<file path="src/rtl/hva_div.sv">
// ---------------------------------------------------------------------------
// hva_div
// Restoring divider, one quotient bit a cycle: (value * 256) / image_max.
// ---------------------------------------------------------------------------
module hva_div (
	input  logic        clk,
	input  logic        arst_n,
	input  logic        start,
	input  logic [15:0] dividend,
	input  logic [7:0]  divisor,
	output logic        done,
	output logic [15:0] quotient
);

	logic [15:0] shf_q;
	logic [7:0]  rem_q;
	logic [7:0]  dvs_q;
	logic [3:0]  cnt_q;
	logic        busy_q;
	logic        done_q;
	logic [8:0]  trial;
	logic        fits;

	// trial subtract of the next dividend bit
	assign trial = {rem_q, shf_q[15]};
	assign fits  = trial >= {1'b0, dvs_q};

	always_ff @(posedge clk or negedge arst_n) begin
		if (!arst_n) begin
			busy_q <= 1'b0;
			done_q <= 1'b0;
			cnt_q  <= '0;
		end else begin
			done_q <= 1'b0;
			if (start) begin
				busy_q <= 1'b1;
				cnt_q  <= '0;
			end else if (busy_q) begin
				cnt_q <= cnt_q + 4'd1;
				if (&cnt_q) begin
					busy_q <= 1'b0;
					done_q <= 1'b1;
				end
			end
		end
	end

	always_ff @(posedge clk) begin
		if (start) begin
			shf_q <= dividend;
			rem_q <= '0;
			dvs_q <= divisor;
		end else if (busy_q) begin
			rem_q <= fits ? 8'(trial - {1'b0, dvs_q}) : trial[7:0];
			shf_q <= {shf_q[14:0], fits};
		end
	end

	assign done     = done_q;
	assign quotient = shf_q;

endmodule

</file>
<file path="config.mk">
export PLATFORM = sky130hd
export DESIGN_NAME = hva_div
export DESIGN_NICKNAME = d
export VERILOG_FILES = /design/src/rtl/hva_div.sv
export SDC_FILE = /design/constraint.sdc
export NUM_CORES = 1
export LEC_CHECK = 0
export ABC_AREA = 0
export BUFFER_PORTS_ARGS = -buffer_cell sky130_fd_sc_hd__buf_4
export CAP_MARGIN = 10
export CORE_ASPECT_RATIO = 0.5
export CORE_MARGIN = 2
export CORE_UTILIZATION = 48
export CTS_CLUSTER_DIAMETER = 150
export DETAILED_ROUTE_END_ITERATION = 10
export PLACE_DENSITY = 0.81
export SKIP_LAST_GASP = 1
export SLEW_MARGIN = 20
export SYNTH_ARGS = -nofsm -noshare
export SYNTH_HDL_FRONTEND = slang
export SYNTH_SLANG_ARGS = --single-unit
</file>
<file path="constraint.sdc">
create_clock -name clk -period 2.1 [get_ports clk]
set_input_delay 0.21 -clock clk [delete_from_list [all_inputs] [get_ports clk]]
set_output_delay 0.21 -clock clk [all_outputs]
set_load 0.02 [all_outputs]
</file>
==> results of run 1 <==
-- cell usage after synthesis (2+ instances only) --
cell type  instances
a211oi_1           2
nand3_1            8
inv_1             12
a21o_1             2
and3_1             2
buf_1              2
a2111o_1           2
clkbuf_1           3
mux2_2            16
nor2_1            15
nand2_1            8
nor2b_1            2
dfxtp_1            8
a311oi_1           5
xor2_1             2
xnor2_1            4
nand2b_1           4
nor3_1             2
a21oi_1            5
ha_1               9
nand3b_1           2
o21ai_0            7
dfrtp_1            6
edfxtp_1          24
-- flip-flops by register name, indices dropped and copies added, names as in the netlist --
name      cells
quotient     16
cnt_q         4
dvs_q         8
busy_q        1
done          1
rem_q         8
-- kinds of logic after synthesis --
group                    count (synthesis)  synth area share
AND/OR/NAND/NOR                         49            0.1240
buffers and inverters                   20           0.04027
XOR/XNOR                                 6           0.02643
multiplexers                            17           0.09566
AO/OA/AOI/OAI                           35            0.1284
adder cells (fa/ha/maj)                 10           0.06671
flip-flops                              38            0.5186
-- cells in the final DEF (no fill, tap or decap), drive strengths merged, types with 2 or more instances in the layout --
| cell | instances |
|---|---|
| xnor2 | 4 |
| nor2 | 15 |
| a21o | 2 |
| dfrtp | 6 |
| dfxtp | 8 |
| edfxtp | 24 |
| nand3b | 2 |
| nand2b | 4 |
| nand3 | 9 |
| buf | 54 |
| clkinv | 2 |
| mux2 | 16 |
| a311oi | 5 |
| a211oi | 2 |
| nor3 | 2 |
| inv | 12 |
| xor2 | 2 |
| clkbuf | 5 |
| and3 | 2 |
| o311ai | 2 |
| a21oi | 5 |
| a2111o | 2 |
| bufinv | 2 |
| nand2 | 8 |
| ha | 9 |
| nor2b | 2 |
| o21ai | 8 |
-- area by class of cell --
cell class	count	area (um^2)
clock buffer	5	68.82
clock inverter	3	68.82
fill	297	1309
inverter	13	48.80
multi-input combinational	117	934.6
sequential	38	1031
tap	54	67.56
timing repair buffer	55	415.4
-- per-layer routing --
layer | up-vias | wire (um)
met5 | - | 0
li1 | 766 | -
met4 | 0 | 18
met2 | 46 | 2116
met1 | 750 | 1939
met3 | 5 | 258
-- report_power, final --
group | leakage, uW | switching [uW] | total [uW] | internal, uW
registers | 0.000391 | 105 | 1040 | 933
logic | 0.000695 | 589 | 1140 | 552
clock network | 0.0000683 | 277 | 753 | 476
-- how the worst max path moves through the flow --
stage | end | cells after the start
final | rem_q[6] | 7
after global routing | rem_q[6] | 7
after CTS | quotient[0] | 7
after detailed placement | quotient[0] | 7
after global placement | quotient[0] | 6
after floorplan | rem_q[6] | 8
-- stage by stage --
stage / hold slack (ns) / total power, uW
finish: 0.08522 / 2932
global route: 0.08007 / 3100
CTS: 0.08312 / 2865
detailed placement: 0.01980 / 2100
global placement: 0.01707 / 2060
floorplan: -0.08559 / 1772
-- timing repair --
item | in CTS | in global routing
setup endpoints to repair | 0 | 6
endpoints found under the hold margin | 6 | 0
hold buffers | 1 | 0
resized for setup | 0 | 10
setup buffers | 0 | 1
==> results.yml, run 1 <==
status:
  status: "finished clean"
hold_path:
  worstHoldPathType: "in -> reg"
  min_from: "divisor[7]"
  holdPathStages: 1
  hold_end: "dvs_q[7]"
power:
  p_leak_uw: 0.001154
  power_density_nw_per_um2: 1113
  ir_drop_mv: 0.8375
grt:
  grt-busiest-layer: "met2"
  grt_start_max_net_pins: 38
  grt.overflow.total: 0
  grt_pass1_vias: 1570
  grt.met2_usage: 0.3333
  met3_usage: 0.06728
  grt_use_met1: 0.2710
  grt_pass1_wl_mm: 7.383
  grt_usage: 0.2071
  antenna_found_initial: 0
die:
  die_h_um: 49.51
  ios: 44
  die_x_um: 95.02
  core_area_um2: 3944
  die_area_um2: 4704
  initial_core_util: 0.5041
  num_rows: 16
critical_path:
  cpMaxStageDelayCell: "edfxtp_1"
  max_stage_delay_ns: 0.42
  cp.arrival_ns: 2.25
  worst_r2r_endpoint: "rem_q[6]"
  startpoint: "dvs_q[0]"
  worst_ep_required_time_ns: 2.31
  startpoint_type: "register"
  path_cells: "ha_4 -> fa_2 -> nand2b_4 -> a2111o_1 -> o311ai_1 -> o21ai_1 -> a311oi_1"
  cp_top_family: "compound AO/OA/AOI/OAI gates"
  ff2ff_setup_slack_ns: 0.06
  r2r-start: "dvs_q[0]"
  r2r_cells: 7
  crit_type: "reg -> reg"
  critPathBufInv: 0
  end_kind: "register"
  crit_fanout: 3
yosys:
  synth-async-reset-ratio: 0.1579
  netlist_area_um2: 1988
  synthCells: 175
  synth_top_area_cell: "edfxtp_1"
  syn-num-nets: 212
  yosys_warnings: 0
  avgSynthCellArea_um2: 11.36
  netlist.area_leader.share: 0.3625
  ys_types: 47
  synth-edff-count: 24
  synth.ff_latch_count: 38
  synth_flop_cell: "edfxtp_1"
  yosysSeqAreaShare: 0.5186
  yosys-top-cells-area: "edfxtp_1, mux2_2, dfxtp_1, dfrtp_1, ha_1"
place:
  portBuffers: 43
  post_dp_cell_area_um2: 2432
  dp_slack_ns: 0.04284
  hpwl_mm: 3.059
  dpl.cell_count: 275
  place.gp.congestion: 0.8700
timing:
  fmax_ghz: 0.4897
  timing.slew.headroom: 0.7094
  finalSetupTns_ns: 0
  rsz0062_at_grt: "yes"
  fin_crit_ns: 2.042
  tightestPinTransition_ns: 0.4359
  fin_skew_ns: 0.007485
  setup_viol: 0
  maxSlewViolCount: 0
  setup_slack_ns: 0.05790
  fin_crit_sh: 0.9724
  finalHoldViolCount: 0
detailed_routing:
  wl_per_cell_um: 15.20
  first_pass_iters: 5
  route.detailed.drc: 0
  via_per_inst: 5.498
  ant_nets: 0
  finalWirelength_mm: 4.333
  num_vias: 1567
  drtIter0Drc: 97
final_layout:
  final_area_um2: 2635
  n_antenna_cell: 0
  final_cells: 285
  drive_gt1_frac: 0.3939
  layout.nets: 267
  post-route-util: 0.6681
  area_delta_synth_final_pct: 32.54
clocking:
  cts_buffer_depth: 2
  clkSinkCount: 38
  clk_pin_slew_ns: 0.08
  cts_tree: "built"
  cts_buffers: 5
  cts_htree_levels: 2
  cts-root-buf: "clkbuf_8"
  clkLatencyLatePin_ns: 0.29
job:
  max_cap_viol_count: 0
Note: power is estimated with default switching activity, not from simulation.
==> inputs of run 2 (changes only) <==
- SETUP_SLACK_MARGIN: unset -> 0.5
==> run 2 against run 1 <==
The run now ends with negative setup slack left. Global-route usage is 1.6 points higher. Worst hold slack improved by 0.0057 ns. Flip-flop and latch count did not move. Routed wire length up 24%. Design area up 10%. Total power increased by 15%.
==> results.yml, run 2 (synthesized netlist as in run 1, its figures left out) <==
timing:
  rsz0062_at_grt: "yes"
  fin_crit_sh: 1.012
  fin_crit_ns: 2.125
  setup_slack_ns: -0.02503
  tightestPinTransition_ns: 0.3254
  timing.slew.headroom: 0.7823
  fmax_ghz: 0.4706
  finalHoldViolCount: 0
  setup_viol: 1
  maxSlewViolCount: 0
  fin_skew_ns: 0.01098
detailed_routing:
  num_vias: 1713
  drtIter0Drc: 90
  first_pass_iters: 5
  via_per_inst: 5.768
  ant_nets: 0
  finalWirelength_mm: 5.369
  route.detailed.drc: 0
  wl_per_cell_um: 18.08
grt:
  grt_pass1_vias: 1719
  grt_usage: 0.2235
  grt.overflow.total: 0
  grt_start_max_net_pins: 23
  grt_pass1_wl_mm: 7.886
  antenna_found_initial: 0
status:
  status: "finished, violations left"
  violations: "negative setup slack"
critical_path:
  startpoint_type: "register"
  crit_fanout: 3
  end_kind: "register"
  worst_r2r_endpoint: "rem_q[6]"
  path_cells: "ha_4 -> fa_2 -> nand2b_4 -> a2111o_1 -> o311ai_1 -> o21ai_1 -> a311oi_1"
  worst_ep_required_time_ns: 2.30
  ff2ff_setup_slack_ns: -0.03
  startpoint: "dvs_q[0]"
  cpMaxStageDelayCell: "edfxtp_1"
  r2r-start: "dvs_q[0]"
  crit_type: "reg -> reg"
  cp.arrival_ns: 2.32
  r2r_cells: 7
  max_stage_delay_ns: 0.42
hold_path:
  worstHoldPathType: "in -> reg"
  holdPathStages: 1
  min_from: "divisor[7]"
  hold_end: "dvs_q[7]"
die:
  num_rows: 16
  ios: 44
  initial_core_util: 0.5041
  die_h_um: 49.51
  core_area_um2: 3944
  die_x_um: 95.02
  die_area_um2: 4704
place:
  portBuffers: 43
  dpl.cell_count: 272
  post_dp_cell_area_um2: 2455
  hpwl_mm: 3.147
  place.gp.congestion: 0.9130
clocking:
  cts_htree_levels: 2
  cts_tree: "built"
  clkLatencyLatePin_ns: 0.29
  cts_buffers: 5
  cts-root-buf: "clkbuf_8"
  clk_pin_slew_ns: 0.08
  clkSinkCount: 38
  cts_buffer_depth: 2
final_layout:
  final_common_cell: "buf_4"
  final_area_um2: 2898
  final_cell_mix: "buf_4, edfxtp_1, mux2_2, nor2_1, inv_1"
  area_delta_synth_final_pct: 45.75
  final_cells: 297
  layout.nets: 279
  n_antenna_cell: 0
  largest_register_ffs: 16
  drive_gt1_frac: 0.5144
job:
  max_cap_viol_count: 0
power:
  power_density_nw_per_um2: 1163
  p_leak_uw: 0.001234
  ir_drop_mv: 0.6186
run 2: per-stage QoR:
stage / power (uW) / utilization / hold slack, ns / worst slack, ns / setup TNS (ns)
floorplan: 1828 / - / -0.08559 / 0.04350 / 0
global placement: 2109 / 0.6225 / 0.01784 / 0.1238 / 0
detailed placement: 2140 / 0.6225 / 0.02301 / 0.04173 / 0
CTS: 3097 / 0.7116 / 0.08894 / 0.04960 / 0
global route: 3511 / 0.7348 / 0.08027 / -0.1011 / -0.1011
finish: 3371 / 0.7348 / 0.09095 / -0.02503 / -0.02503
run 2: worst max path at each step:
stage | end | slack (ns) | depth (start not counted)
2_1_floorplan | rem_q[6] | 0.04 | 8
3_3_place_gp | rem_q[6] | 0.12 | 7
3_5_place_dp | rem_q[6] | 0.04 | 7
4_1_cts | rem_q[6] | 0.05 | 7
5_1_grt | rem_q[6] | -0.10 | 7
6_report | rem_q[6] | -0.03 | 7
run 2: what timing repair did:
| item | CTS | global route |
|---|---|---|
| hold endpoints to repair | 6 | 0 |
| hold buffers | 1 | 0 |
| gates resized for setup | 24 | 16 |
| setup endpoints to repair | 9 | 9 |
| pin swaps | 8 | 20 |
| setup buffers | 11 | 5 |
run 2: worst max-delay path: cells and delay by family (launching register included):
kind	cells	cell delay (ns)
flip-flops	1	0.42
AO/OA/AOI/OAI	4	0.91
adder cells (fa/ha/maj)	2	0.54
AND/OR/NAND/NOR	1	0.17
run 2: where the power goes:
part / switching (uW) / internal [uW]
logic: 828 / 888
clock network: 273 / 308
registers: 135 / 940
run 2: metal layers:
metal,wire (um),GRT usage,up-vias
met5,0,0,-
met4,146,0.08937,0
met3,334,0.06881,17
met2,2710,0.3735,80
met1,2177,0.2719,833
li1,-,-,783
run 2: layout make-up:
| cell class | count | area (um^2) |
|---|---|---|
| sequential | 38 | 1035 |
| timing repair buffer | 67 | 520.5 |
| inverter | 13 | 48.80 |
| tap | 54 | 67.56 |
| multi-input combinational | 117 | 1122 |
| clock inverter | 1 | 6.256 |
| clock buffer | 7 | 97.59 |
| fill | 247 | 1046 |
