## config.mk

```make
export PLATFORM = sky130hd
export DESIGN_NAME = hva_sweep_chain
export DESIGN_NICKNAME = d
export VERILOG_FILES = /design/src/rtl/hva_pkg.sv /design/src/rtl/hva_sweep_chain.sv
export SDC_FILE = /design/constraint.sdc
export NUM_CORES = 2
export LEC_CHECK = 0
export ABC_AREA = 0
export BUFFER_PORTS_ARGS = -buffer_cell sky130_fd_sc_hd__clkbuf_2
export CAP_MARGIN = 10
export CORE_ASPECT_RATIO = 0.9
export CORE_UTILIZATION = 42
export DETAILED_ROUTE_END_ITERATION = 8
export GPL_ROUTABILITY_DRIVEN = 0
export REMOVE_ABC_BUFFERS = 1
export SYNTH_ARGS = -nofsm -noshare
export SYNTH_HDL_FRONTEND = slang
export SYNTH_SLANG_ARGS = --single-unit
```

## constraint.sdc

```tcl
create_clock -name clk -period 7.8 [get_ports clk]
set_clock_uncertainty 0.2 [all_clocks]
set_input_delay 1.56 -clock clk [delete_from_list [all_inputs] [get_ports clk]]
set_output_delay 1.56 -clock clk [all_outputs]
set_load 0.01 [all_outputs]
```

## src/rtl/hva_pkg.sv

```systemverilog
// ---------------------------------------------------------------------------
// hva_pkg
// Types, codes and elaboration-time tables of the Hough line vote accumulator.
// ---------------------------------------------------------------------------
package hva_pkg;

	localparam int NUM_ANGLES = 256;
	localparam int NUM_RADII  = 256;
	localparam int ANG_W      = 8;
	localparam int RAD_IDX_W  = 8;
	localparam int ADDR_W     = ANG_W + RAD_IDX_W;
	localparam int STORE_DEPTH = NUM_ANGLES * NUM_RADII;
	localparam int TRIG_W     = 16;
	localparam int DELTA_W    = 12;
	localparam int RADSUM_W   = 29;
	localparam int BPROD_W    = 52;
	localparam int WEIGHT_W   = 17;

	localparam logic [1:0] OP_VOTE  = 2'd0;
	localparam logic [1:0] OP_READ  = 2'd1;
	localparam logic [1:0] OP_CLEAR = 2'd2;

	localparam logic [2:0] REG_WIDTH  = 3'd0;
	localparam logic [2:0] REG_HEIGHT = 3'd1;
	localparam logic [2:0] REG_MAX    = 3'd2;
	localparam logic [2:0] REG_BAND   = 3'd3;
	localparam logic [2:0] REG_SCALE  = 3'd4;

	localparam logic [WEIGHT_W-1:0] BASE_FULL = WEIGHT_W'(512);
	localparam logic [WEIGHT_W-1:0] BASE_BAND = WEIGHT_W'(640);

	typedef struct packed {
		logic [1:0] operation;
		logic [9:0] pixel_row;
		logic [9:0] pixel_col;
		logic [7:0] pixel_value;
		logic [7:0] read_angle;
		logic [7:0] read_radius;
	} in_t;

	typedef struct packed {
		logic [31:0] cell_votes;
		logic [7:0]  cell_angle;
		logic [7:0]  cell_radius;
	} out_t;

	// vote request leaving the angle sweep chain
	typedef struct packed {
		logic              valid;
		logic [ADDR_W-1:0] addr;
	} hit_t;

	typedef enum logic [2:0] {
		ST_CLEAR,
		ST_IDLE,
		ST_DIV,
		ST_WALK,
		ST_DRAIN,
		ST_READ,
		ST_RDATA
	} state_t;

	function automatic longint unsigned qmul(input longint unsigned a,
		input longint unsigned b);
		return (a * b) >> 30;
	endfunction

	// Q1.14 sine (want_cos = 0) or cosine (want_cos = 1) of angle index a
	function automatic logic signed [TRIG_W-1:0] trig_val(input int a, input bit want_cos);
		longint unsigned m, x, x2, x3, x4, x5, x6, x7, x8, s, c;
		int oct, rem, u, k, sp, cp, skv, ckv, sn, cs;
		m   = longint'(a) * 8;
		oct = int'((m / NUM_ANGLES) % 8);
		rem = int'(m % NUM_ANGLES);
		u   = (oct % 2 == 1) ? NUM_ANGLES - rem : rem;
		x   = (64'd843314856 * longint'(u)) / NUM_ANGLES;
		x2  = qmul(x, x);
		x3  = qmul(x2, x);
		x4  = qmul(x2, x2);
		x5  = qmul(x4, x);
		x6  = qmul(x4, x2);
		x7  = qmul(x6, x);
		x8  = qmul(x4, x4);
		s   = x + x5 / 120 - x3 / 6 - x7 / 5040;
		c   = 64'd1073741824 + x4 / 24 + x8 / 40320 - x2 / 2 - x6 / 720;
		sp  = int'((s + 32768) >> 16);
		cp  = int'((c + 32768) >> 16);
		if (oct % 2 == 0) begin
			k = (oct / 2) % 4;
		end else begin
			k = ((oct + 1) / 2) % 4;
		end
		skv = (k == 1) ? 1 : ((k == 3) ? -1 : 0);
		ckv = (k == 0) ? 1 : ((k == 2) ? -1 : 0);
		if (oct % 2 == 0) begin
			sn = skv * cp + ckv * sp;
			cs = ckv * cp - skv * sp;
		end else begin
			sn = skv * cp - ckv * sp;
			cs = ckv * cp + skv * sp;
		end
		return want_cos ? TRIG_W'(cs) : TRIG_W'(sn);
	endfunction

	// angle within 7.5 degrees of 0, pi or 2*pi
	function automatic logic in_band(input int a);
		longint t, c, d;
		logic hit;
		hit = 1'b0;
		t = longint'(a) * 720;
		for (int k = 0; k < 3; k++) begin
			c = longint'(360) * k * NUM_ANGLES;
			d = (t >= c) ? t - c : c - t;
			if (d <= longint'(NUM_ANGLES) * 15)
				hit = 1'b1;
		end
		return hit;
	endfunction

endpackage

```

## src/rtl/hva_sweep_chain.sv

```systemverilog
// ---------------------------------------------------------------------------
// hva_sweep_chain
// Chain of stage cells turning one angle a cycle into a vote cell address.
// ---------------------------------------------------------------------------
module hva_sweep_chain (
	input  logic                                clk,
	input  logic                                arst_n,
	input  logic                                feed,
	input  logic [hva_pkg::ANG_W-1:0]           angle,
	input  logic                                band_mode,
	input  logic signed [hva_pkg::DELTA_W-1:0]  dr,
	input  logic signed [hva_pkg::DELTA_W-1:0]  dc,
	input  logic [23:0]                         radius_scale,
	output hva_pkg::hit_t                       hit
);

	logic signed [hva_pkg::TRIG_W-1:0] sin_tab [hva_pkg::NUM_ANGLES];
	logic signed [hva_pkg::TRIG_W-1:0] cos_tab [hva_pkg::NUM_ANGLES];
	logic [hva_pkg::NUM_ANGLES-1:0]    band_tab;

	// constant tables, built at elaboration
	for (genvar g = 0; g < hva_pkg::NUM_ANGLES; g++) begin : g_tab
		assign sin_tab[g]  = hva_pkg::trig_val(g, 1'b0);
		assign cos_tab[g]  = hva_pkg::trig_val(g, 1'b1);
		assign band_tab[g] = hva_pkg::in_band(g);
	end

	logic                              v_s1, v_s2, v_s3, v_s4, v_s5;
	logic [hva_pkg::ANG_W-1:0]         ang_s1, ang_s2, ang_s3, ang_s4;
	logic signed [hva_pkg::TRIG_W-1:0] sn_s1, cs_s1;
	logic signed [hva_pkg::RADSUM_W-2:0] ps_s2, pc_s2;
	logic signed [hva_pkg::RADSUM_W-1:0] rad_s3;
	logic [hva_pkg::BPROD_W-1:0]       prod_s4;
	logic [hva_pkg::ADDR_W-1:0]        addr_s5;

	// valid bits of the chain
	always_ff @(posedge clk or negedge arst_n) begin
		if (!arst_n) begin
			v_s1 <= 1'b0;
			v_s2 <= 1'b0;
			v_s3 <= 1'b0;
			v_s4 <= 1'b0;
			v_s5 <= 1'b0;
		end else begin
			v_s1 <= feed && (!band_mode || band_tab[angle]);
			v_s2 <= v_s1;
			v_s3 <= v_s2;
			v_s4 <= v_s3 && !rad_s3[hva_pkg::RADSUM_W-1];
			v_s5 <= v_s4 && (prod_s4[hva_pkg::BPROD_W-1:38] == '0);
		end
	end

	// payload: table look-up, products, radius sum, bucket product, address
	always_ff @(posedge clk) begin
		ang_s1  <= angle;
		sn_s1   <= sin_tab[angle];
		cs_s1   <= cos_tab[angle];
		ang_s2  <= ang_s1;
		ps_s2   <= (hva_pkg::RADSUM_W-1)'(sn_s1 * dr);
		pc_s2   <= (hva_pkg::RADSUM_W-1)'(cs_s1 * dc);
		ang_s3  <= ang_s2;
		rad_s3  <= hva_pkg::RADSUM_W'(ps_s2) + hva_pkg::RADSUM_W'(pc_s2);
		ang_s4  <= ang_s3;
		prod_s4 <= hva_pkg::BPROD_W'(rad_s3[hva_pkg::RADSUM_W-2:0]) *
			hva_pkg::BPROD_W'(radius_scale);
		addr_s5 <= {ang_s4, prod_s4[37:30]};
	end

	assign hit.valid = v_s5;
	assign hit.addr  = addr_s5;

endmodule

```

==> impl_metrics.yaml <==
setup_path:
  end_kind: "flop"
  crit_type: "input port to flop"
  worstPathMaxFanout: 8
  start_kind: "input port"
  worstRegToRegCells: 22
  arrival_ps: 7840
  required_ps: 8000
routing:
  initialDrtViolationCount: 2680
  drt_wl_total_mm: 119
  drc: 0
  dr.pass1.iters: 6
  detail_route.wl_per_cell_um: 18.5
  avgViaCountPerCell: 5.20
  antenna_left: 0
  vias: 33511
synth:
  yosysSeqAreaShare_pct: 8.76
  synth_warnings: 0
  yosys.area.top_type_share_pct: 42.0
  ys.flop_type: "dfxtp_1"
  syn_inst: 5040
  synth_edf_count: 0
  yosysUniqueCellTypes: 87
  synth_area_leaders: "fa_1 (42%), ha_1 (9.7%), inv_1 (9.0%)"
  syn_area_mm2: 0.0442
  ys_async_sr_fraction_pct: 2.60
  syn_area_per_cell_um2: 8.76
  synth_top_area_cell: "fa_1"
  synth-seq-cells: 192
cells_and_area:
  final_common_cell: "inv_1"
  final_cell_mix: "inv_1 (1043), fa_1 (912), nand2_1 (708)"
  num-fill-cells: 10077
  area_delta_synth_final_pct: 8.51
  final_util_pct: 46.1
  finalNetCount: 6385
  drive_gt1_share_pct: 8.18
clocking:
  clkTransAtPathRegs_ps: 100
  clk_path_buf_depth: 2
  cts_tree: "yes"
  cts_made_buffers: 17
  h-tree-depth: 4
  insertion_delay_ps: 490
  cts.sinks: 192
  cts-root-buf: "clkbuf_16"
  cts_hold_buf: 0
global_route:
  grt_usage_pct: 23.2
  grt_overflow_total: 0
  grt_max_degree: 114
  antenna_found_initial: 2
  grt_pass1_vias: 35131
  grt_pass1_wl_mm: 194
die:
  row_count: 112
  io_pins: 77
  core_mm2: 0.104
  die_area_mm2: 0.106
  die_width_um: 344
  die_y_um: 310
  start_util_pct: 42.5
worst_hold_path:
  hold_depth: 0
  hold_class: "flop to flop"
place:
  dpl.hpwl_mm: 95.8
  portBuffers: 76
job:
  cap_viol_max_count: 0
sta:
  max_slew_margin_pct: 29.9
  setup_viol: 0
  slew_viol_final: 0
  period_share_pct: 98.0
  min_period_ps: 7640
  worst_pin_slew_ps: 1050
  timing.fmax_mhz: 131
  finalHoldViolations: 0
run_status:
  status: "finished, final reports clean"
## critical path: stages
cell and delay, ps:
buf_4 150, clkbuf_16 180, buf_4 170, and2_1 160, fa_2 360, fa_1 480
inv_1 50, fa_1 580, fa_1 460, fa_1 550, inv_1 50, fa_1 480
inv_1 60, fa_1 470, inv_1 60, ha_4 230, a21oi_1 150, nand2_1 70
a31oi_1 160, o211ai_1 120, buf_4 170, o211ai_4 300, nand3b_4 130, a311o_1 420
a21oi_2 150, xnor2_1 120
## sequential cells by signal, summed over array words and instances, names as in the netlist
signal / cells
rad_s3: 29
pc_s2: 28
ps_s2: 28
prod_s4: 22
addr_s5: 16
cs_s1: 16
sn_s1: 16
ang_s1: 8
ang_s2: 8
ang_s3: 8
ang_s4: 8
v_s1: 1
v_s2: 1
v_s3: 1
v_s4: 1
v_s5: 1
## path summary, 6_finish.rpt
kind / slack [ps] / endpoint / from
setup / recovery: 160 / prod_s4[48]$_DFF_P_ / radius_scale[10]
hold / removal: 120 / ang_s3[6]$_DFF_P_ / ang_s2[6]$_DFF_P_
setup reg to reg: 450 / prod_s4[48]$_DFF_P_ / rad_s3[7]$_DFF_P_
hold reg to reg: 120 / ang_s3[6]$_DFF_P_ / ang_s2[6]$_DFF_P_
max in group asynchronous: 6490 / v_s3$_DFF_PN0_ / arst_n
min in group asynchronous: 730 / v_s5$_DFF_PN0_ / arst_n
## synthesized netlist by cell type (5+ instances only)
master / count
o21ai_0: 147
a211oi_1: 27
o221ai_1: 11
nor2b_1: 19
mux2_2: 13
o311ai_0: 7
or2_2: 9
buf_2: 33
nand3_1: 43
nand2_1: 715
a31oi_1: 24
nor2_1: 141
o21bai_1: 9
xor2_1: 21
nand2b_1: 52
a21boi_0: 5
mux2i_1: 13
fa_1: 926
a311oi_1: 16
dfxtp_1: 187
nand3b_1: 5
buf_1: 22
dfrtp_1: 5
a21oi_1: 171
nand4_1: 7
xnor2_1: 85
and2_1: 464
ha_1: 341
o31ai_1: 10
o21a_1: 12
a21o_1: 42
inv_1: 1058
nor4_1: 7
o211ai_1: 28
nor3_1: 31
clkbuf_1: 212
a21oi_2: 6
o22ai_1: 9
and3_1: 15
## per-layer routing
layer,routed length [um],track usage [%],vias to the layer above
li1,-,-,15306
met1,52000,32.0,16718
met2,54400,37.3,1227
met3,8150,3.50,258
met4,4450,7.93,2
met5,12,0,-
## final cells by class
type	instances	area, um^2	share of cell area, %
Multi-Input combinational cell	3519	35500	74.1
Timing Repair Buffer	268	2240	4.68
Clock inverter	12	115	0.240
Tap cell	1368	1710	3.57
Sequential cell	192	3870	8.07
Clock buffer	20	467	0.974
Antenna cell	2	5.00	0.0104
Inverter	1060	3980	8.30
## through the flow
step | cells | area, um^2 | TNS, ps | setup WS [ps] | hold WS, ps
floorplan | 4771 | 43100 | 0 | 320 | 110
global route | 6439 | 47900 | -73.1 | -35.2 | 131
detailed placement | 6391 | 46800 | -11930 | -826 | 112
finish | 6441 | 47900 | 0 | 156 | 115
CTS | 6431 | 47500 | -15.0 | -15.0 | 125
global placement | 6391 | 46800 | -8770 | -667 | 110
## cell families (layout without fill, tap and decap cells)
logic type	Yosys count	count (layout)	share of synthesized area [%]
AOI/OAI and AO/OA	591	591	8.61
xor gates and xnor gates	106	106	2.10
adders and majority gates	1267	1267	51.6
buffers and inverters	1329	1360	11.4
DFF	192	192	8.76
muxes	30	30	0.830
other	0	2	0
and+or+nand+nor	1525	1525	16.6
## what timing repair did
item                       in CTS  in global routing
setup endpoints to repair      14                 17
pin swaps                       8                 65
gates resized for setup        14                107
cloned                          0                  3
setup buffers                   8                  5
Power is left out: the tool's default activity adds up to more than one toggle a clock period on the data nets, which glitch-free logic cannot reach.
